===== src/rtl/core/ipw_calc_pkg.sv =====
// ipw_calc_pkg: shared constants and arithmetic helpers for the injector pulse width block
// no dependencies; imported by ipw_div, injector_pulse_width_calc_top and tb
package ipw_calc_pkg;

  // map factor selection codes (config register map_mode)
  typedef enum logic [1:0] {
    MAP_OFF  = 2'd0,
    MAP_PCT  = 2'd1,
    MAP_BARO = 2'd2,
    MAP_RSVD = 2'd3
  } map_mode_e;

  // config register indexes
  typedef enum logic [2:0] {
    REG_MAP_MODE        = 3'd0,
    REG_INCLUDE_AFR     = 3'd1,
    REG_EGO_WIDEBAND    = 3'd2,
    REG_EGO_DELAY       = 3'd3,
    REG_INCORPORATE_AFR = 3'd4,
    REG_STOICH_AFR      = 3'd5,
    REG_AE_ADDER_MODE   = 3'd6
  } cfg_reg_e;

  localparam int unsigned QW = 16;  // factor width
  localparam logic [25:0] Div100K = 26'd42949672;  // floor(2^32 / 100)
  localparam logic [QW-1:0] QSat = '1;

  // floor(n / 100) by reciprocal multiply and one correction step
  function automatic logic [31:0] div100(input logic [31:0] n);
    logic [57:0] p;
    logic [25:0] q;
    logic [32:0] r;
    begin
      p = {26'd0, n} * {32'd0, Div100K};
      q = p[57:32];
      r = {1'b0, n} - ({7'd0, q} * 33'd100);
      if (r >= 33'd100) begin
        q = q + 26'd1;
      end
      div100 = {6'd0, q};
    end
  endfunction

  function automatic logic [31:0] sat32(input logic [63:0] v);
    begin
      sat32 = (|v[63:32]) ? 32'hFFFF_FFFF : v[31:0];
    end
  endfunction

endpackage


===== src/rtl/core/ipw_div.sv =====
// ipw_div: pipelined restoring divider, STEP quotient bits per stage, saturating q7 quotient
// depends on ipw_calc_pkg
module ipw_div #(
  parameter int NUM_W = 17,
  parameter int DEN_W = 8,
  parameter int STEP  = 3
) (
  input  logic                     clk_i,
  input  logic                     en_i,
  input  logic [NUM_W-1:0]         num_i,
  input  logic [DEN_W-1:0]         den_i,
  output logic [ipw_calc_pkg::QW-1:0] quot_o
);
  import ipw_calc_pkg::*;

  localparam int NSTG = (NUM_W + STEP - 1) / STEP;
  localparam int TOT  = NSTG * STEP;

  // dividend shifts out at the top while quotient bits shift in at the bottom
  logic [TOT-1:0]   nq_s  [NSTG+1];
  logic [DEN_W-1:0] rem_s [NSTG+1];
  logic [DEN_W-1:0] den_s [NSTG+1];

  assign nq_s[0]  = TOT'(num_i);
  assign rem_s[0] = '0;
  assign den_s[0] = den_i;

  for (genvar s = 0; s < NSTG; s++) begin : g_stg
    logic [TOT-1:0]   nq_d;
    logic [DEN_W-1:0] rem_d;

    always_comb begin
      logic [DEN_W:0] r;
      nq_d  = nq_s[s];
      rem_d = rem_s[s];
      for (int k = 0; k < STEP; k++) begin
        r    = {rem_d, nq_d[TOT-1]};
        nq_d = {nq_d[TOT-2:0], 1'b0};
        if (r >= {1'b0, den_s[s]}) begin
          r       = r - {1'b0, den_s[s]};
          nq_d[0] = 1'b1;
        end
        rem_d = r[DEN_W-1:0];
      end
    end

    always_ff @(posedge clk_i) begin
      if (en_i) begin
        nq_s[s+1]  <= nq_d;
        rem_s[s+1] <= rem_d;
        den_s[s+1] <= den_s[s];
      end
    end
  end

  always_comb begin
    if (den_s[NSTG] == '0) begin
      quot_o = QSat;
    end else if (|nq_s[NSTG][TOT-1:QW]) begin
      quot_o = QSat;
    end else begin
      quot_o = nq_s[NSTG][QW-1:0];
    end
  end

endmodule


===== config.mk =====
export PLATFORM = sky130hd
export DESIGN_NAME = ipw_div
export DESIGN_NICKNAME = d
export VERILOG_FILES = /design/src/rtl/core/ipw_calc_pkg.sv /design/src/rtl/core/ipw_div.sv
export SDC_FILE = /design/constraint.sdc
export NUM_CORES = 1
export LEC_CHECK = 0
export ABC_AREA = 1
export BUFFER_PORTS_ARGS = -buffer_cell sky130_fd_sc_hd__buf_4
export CORE_UTILIZATION = 50
export CTS_BUF_LIST = sky130_fd_sc_hd__clkbuf_4
export DETAILED_ROUTE_END_ITERATION = 6
export GPL_ROUTABILITY_DRIVEN = 0
export MAX_ROUTING_LAYER = met4
export PLACE_DENSITY_LB_ADDON = 0.25
export SYNTH_ARGS = -nofsm -noshare
export SYNTH_HDL_FRONTEND = slang
export SYNTH_SLANG_ARGS = --single-unit

===== constraint.sdc =====
create_clock -name clk_i -period 6.3 [get_ports clk_i]
set_input_delay 1.26 -clock clk_i [delete_from_list [all_inputs] [get_ports clk_i]]
set_output_delay 1.26 -clock clk_i [all_outputs]
set_load 0.03 [all_outputs]

==> results of run 1 <==
[state kept, by name, summed over array words and instances (netlist names)]
register	flops
nq_s	33
g_stg.nq_d	75
den_s	48
rem_s	40
[layout make-up]
class / instances / area share, %
Multi-Input combinational cell: 1119 / 47.7
Inverter: 236 / 5.92
Antenna cell: 2 / 0.0332
Sequential cell: 196 / 39.1
Clock buffer: 17 / 0.847
Timing Repair Buffer: 45 / 2.28
Tap cell: 372 / 3.09
Clock inverter: 15 / 1.07
[per-layer routing]
layer,vias up,wire length [µm],GRT usage (%),part of all wire [%]
met1,4801,13200,27.4,47
met5,-,0,-,0
li1,5314,-,-,-
met4,0,379,5.25,1.4
met2,224,13200,34.2,47
met3,30,1230,3.13,4.4
[Yosys cell counts, types with 21 or more instances]
cell type and count:
a21oi_1 82, inv_1 218, nor2_1 77, xor2_1 42
nand4_1 28, ha_1 137, nand2_2 27, o21ai_0 21
edfxtp_1 196, xnor2_1 28, nand3_1 68, nand2_1 417
[per-stage QoR]
step	hold slack (ns)	std cells	worst slack, ns	area (µm²)	util, %
floorplan	0.400	1560	1.71	14000	-
global placement	0.401	1968	1.19	14800	54.2
detailed placement	0.405	1968	1.06	14800	54.2
CTS	0.427	2000	1.05	15100	55.2
global route	0.444	2002	0.540	15100	55.3
finish	0.422	2002	1.04	15100	55.3
[worst max-delay path: cells and delay by family (launching register included)]
family	cells	cell delay (ns)
compound gates	6	1.54
flops	1	0.49
fa+ha+maj	3	0.97
buf+inv	2	0.33
simple gates	14	1.71
[final timing paths]
check,endpoint,slack [ns],depth (start not counted)
worst max-delay path,rem_s[14],1.04,25
worst min-delay path,nq_s[70],0.42,0
worst max register to register,rem_s[14],1.04,25
worst min register to register,nq_s[70],0.42,0
[kinds of logic (layout without fill, tap and decap cells)]
group,Yosys count,in the layout
adders and majority gates,153,153
AOI/OAI and AO/OA,180,180
buffers and inverters,245,313
xor gates and xnor gates,70,70
other,1,5
DFF,196,196
and+or+nand+nor,713,713
==> out/results.txt, run 1 <==
Status: finished, final reports clean
FF/Latch Area: 0.00589 mm²
CTS sink count: 196
Antenna viol nets, final: 0
Max Clock Freq: 0.190 GHz
Post-CTS Setup Bufs: 0
Worst Setup SP: den_s[17]
Area of the multi-input gates: 0.00718 mm²
PortBufs: 42
Final Skew: 0.0223 ns
Grt total ovfl: 0
Filler cells: 2467
Post-Synth Adder-Cell Area: 14.5%
Fin crit period: 5.26 ns
Core area: 0.0273 mm²
Die W: 170 µm
Via Count: 10369
Hold Path Origin: g_stg[2].nq_d[16]
Number of global-route vias before repair: 9839
Final HPWL DP: 22100 µm
Mapped cell area: 0.0140 mm²
Synth-to-Final Area Change: 7.25%
Latest clock arrival within the worst-skew pair: 0.59 ns
Slowest-stage cell, CP: edfxtp_1
XOR/XNOR Fraction of Synth Area: 4.37%
Hold WC Path Type: reg -> reg
Setup TNS: 0 ns
Setup CP Type: reg -> reg
Fin crit share: 83.4%
Via/cell ratio: 5.18
Fraction of layout cells with a size suffix above 1: 13.6%
DRC errors left: 0
Starting Density: 51.5%
Crit Path Max Fanout: 13
Max Cap Viol: 0
WP data required: 6.66 ns
Synth Area in Compound Gates: 7.83%
Critical Path Source Type: register
CTS tree: done
Net count, final: 1795
Worst-Margin Slew: 1.18 ns
First-pass GRT wire length: 46600 µm
Area leader, netlist: edfxtp_1
Routed Wire Length: 28100 µm
Worst slew margin: 21.2%
Reg2Reg Launch Point: den_s[17]
Synth Area in Simple Gates: 24.3%
Final Hold Fails: 0
Mux share of post-synthesis cell area: 0%
Avg Cell Area, Syn: 9.01 µm²
Synth Instances: 1558
Global Route Usage Sum: 21.0%
Initial antenna violation count: 2
Worst-path clk slew: 0.18 ns
Async set-reset flop share out of synthesis: 0%
Post-synth EDFFs: 196
I/O pins: 43
Most frequent cells in the layout: nand2_1, inv_1, edfxtp_1, ha_1, a21oi_1
Number of DRC markers in iteration 0: 727
Synth warn: 0
Worst path max stage delay: 0.49 ns
Wire per inst: 14.0 µm
Slew Limit Fails: 0
Yosys reg bits: 196
Worst Setup End Kind: register
Row count: 60
Signal arrival time at the worst endpoint: 5.62 ns
Hold_buf cts: 0
Area share of the largest cell type after synthesis: 41.9%
Drt pass-1 iters: 7
RSZ-0062 raised after global routing: no
Sequential area share after synthesis: 41.9%
Distinct cell type count after synthesis: 51
Longest Clk Path Bufs: 2
Top post-synthesis cells by area: edfxtp_1, ha_1, nand2_1, inv_1, a21oi_1
Pin count of the biggest net entering global routing: 103
Main flop type after synthesis: edfxtp_1
CTS root buf: clkbuf_4
H-tree lvl count: 4
DIE AREA: 0.0288 mm²
Die height: 170 µm
Final Setup Violations: 0
Commonest non-fill, non-tap cell in the layout: nand2_1
Largest family of logic cells by synthesized area: simple AND/OR/NAND/NOR gates
Resize count post-CTS: 0
Top cell by count, worst path: nand2_1
TritonCTS buffer count: 17
Power of run 1 is not shown: default switching activity piles up to over one toggle a cycle in this logic, so the estimate is an artifact.
==> run 2, diff against run 1 <==
==> constraint.sdc (replaced) <==
create_clock -name clk_i -period 4.2 [get_ports clk_i]
set_input_delay 0.84 -clock clk_i [delete_from_list [all_inputs] [get_ports clk_i]]
set_output_delay 0.84 -clock clk_i [all_outputs]
set_load 0.03 [all_outputs]
==> out/results.txt, run 2 (same netlist as run 1, synthesis figures left out) <==
Status: finished with violations
Failing checks: negative setup slack
FF/Latch Area: 0.00589 mm²
Worst-Margin Slew: 1.34 ns
Core area: 0.0273 mm²
Routed Wire Length: 53900 µm
RSZ-0062 raised after global routing: yes
Die W: 170 µm
CTS root buf: clkbuf_4
CP top delay family: simple AND/OR/NAND/NOR gates
Grt total ovfl: 0
Worst Setup End Kind: register
Most frequent cells in the layout: buf_4, nand2_1, edfxtp_1, inv_1, nand2_2
CTS sink count: 196
Slew Limit Fails: 0
Via Count: 14932
Worst path max stage delay: 0.47 ns
Number of DRC markers in iteration 0: 1453
Antenna viol nets, final: 0
Pin count of the biggest net entering global routing: 106
Met3 usage: 4.31%
Dpl ws: -0.502 ns
Drt pass-1 iters: 7
Max Cap Viol: 0
Area of the multi-input gates: 0.00972 mm²
Global Route Usage Sum: 29.9%
Critical Path Source Type: register
Fin util: 80.2%
CTS tree: done
TritonCTS buffer count: 17
Hold Slack: 0.333 ns
Max Clock Freq: 0.209 GHz
Final Skew: 0.0449 ns
Filler cells: 1375
Commonest non-fill, non-tap cell in the layout: buf_4
Crit Path Max Fanout: 5
Initial antenna violation count: 1
Fin crit share: 114%
Top cell by count, worst path: nand2_1
DIE AREA: 0.0288 mm²
Net count, final: 2352
Wire per inst: 21.1 µm
CP bufs+invs: 6
Longest Clk Path Bufs: 2
GR Util met2: 53.0%
Max FFs per register: 75
WP data required: 4.65 ns
Starting Density: 51.5%
First-pass GRT wire length: 65800 µm
Worst-path clk slew: 0.21 ns
Fraction of layout cells with a size suffix above 1: 51.8%
Final Hold Fails: 0
Latest clock arrival within the worst-skew pair: 0.67 ns
Final HPWL DP: 26400 µm
PortBufs: 42
Synth-to-Final Area Change: 55.7%
Post-layout worst setup margin: -0.592 ns
Row count: 60
Die height: 170 µm
I/O pins: 43
Fin crit period: 4.79 ns
Via/cell ratio: 5.84
DRC errors left: 0
Signal arrival time at the worst endpoint: 5.24 ns
Grt peak-use layer: met2
R2R Setup Slk: -0.59 ns
Setup CP Type: reg -> reg
Worst slew margin: 10.3%
Setup TNS: -17.11 ns
Hold WC Path Type: in -> reg
Final Setup Violations: 37
H-tree lvl count: 4
Slowest-stage cell, CP: edfxtp_1
GRT met1 Usage: 32.6%
Number of global-route vias before repair: 13844
[run 2: cell count changes in the layout (fill, tap and decap cells not counted), sizes merged]
cell      before  now
buf           44  589
diode          2    1
nand3         85   88
clkinv         8    7
nand4         33   35
nand2        455  462
clkinvlp       0    1
[run 2: worst paths after layout]
check | startpoint | endpoint | depth (start not counted)
min reg2reg | g_stg[5].nq_d[9] | nq_s[9] | 0
min | num_i[10] | g_stg[1].nq_d[16] | 1
max reg2reg | den_s[47] | rem_s[33] | 31
max | den_s[47] | rem_s[33] | 31
[run 2: worst reg2reg max path: cells and delay by family, from the launching register on]
family / cells / cell delay, ns
compound gates: 3 / 0.69
flops: 1 / 0.47
simple gates: 19 / 1.98
fa+ha+maj: 3 / 0.78
buf+inv: 6 / 0.65
[run 2: area by class of cell]
type | instances | share of cell area (%)
Clock inverter | 15 | 0.801
Clock buffer | 17 | 0.584
Antenna cell | 1 | 0.0114
Multi-Input combinational cell | 1131 | 44.4
Inverter | 236 | 4.20
Sequential cell | 196 | 26.9
Timing Repair Buffer | 590 | 20.9
Tap cell | 372 | 2.13
[run 2: timing repair]
item | in CTS | in global routing
resized for setup | 235 | 227
gates cloned | 11 | 1
pin swaps | 141 | 228
setup buffers | 118 | 78
hold buffers | 0 | 0
endpoints found under the setup margin | 37 | 37
[run 2: routing by layer]
metal	share of wire [%]	vias up
met3	7.8	436
met5	0	-
met2	49	988
met1	35	7042
met4	8.2	0
li1	-	6466
[run 2: stage by stage]
stage,instance area [µm²],std cells
floorplan,14200,1560
global placement,17600,2318
detailed placement,17600,2318
CTS,20200,2479
global route,21900,2558
finish,21900,2558
Power of run 2 is left out for the same reason.
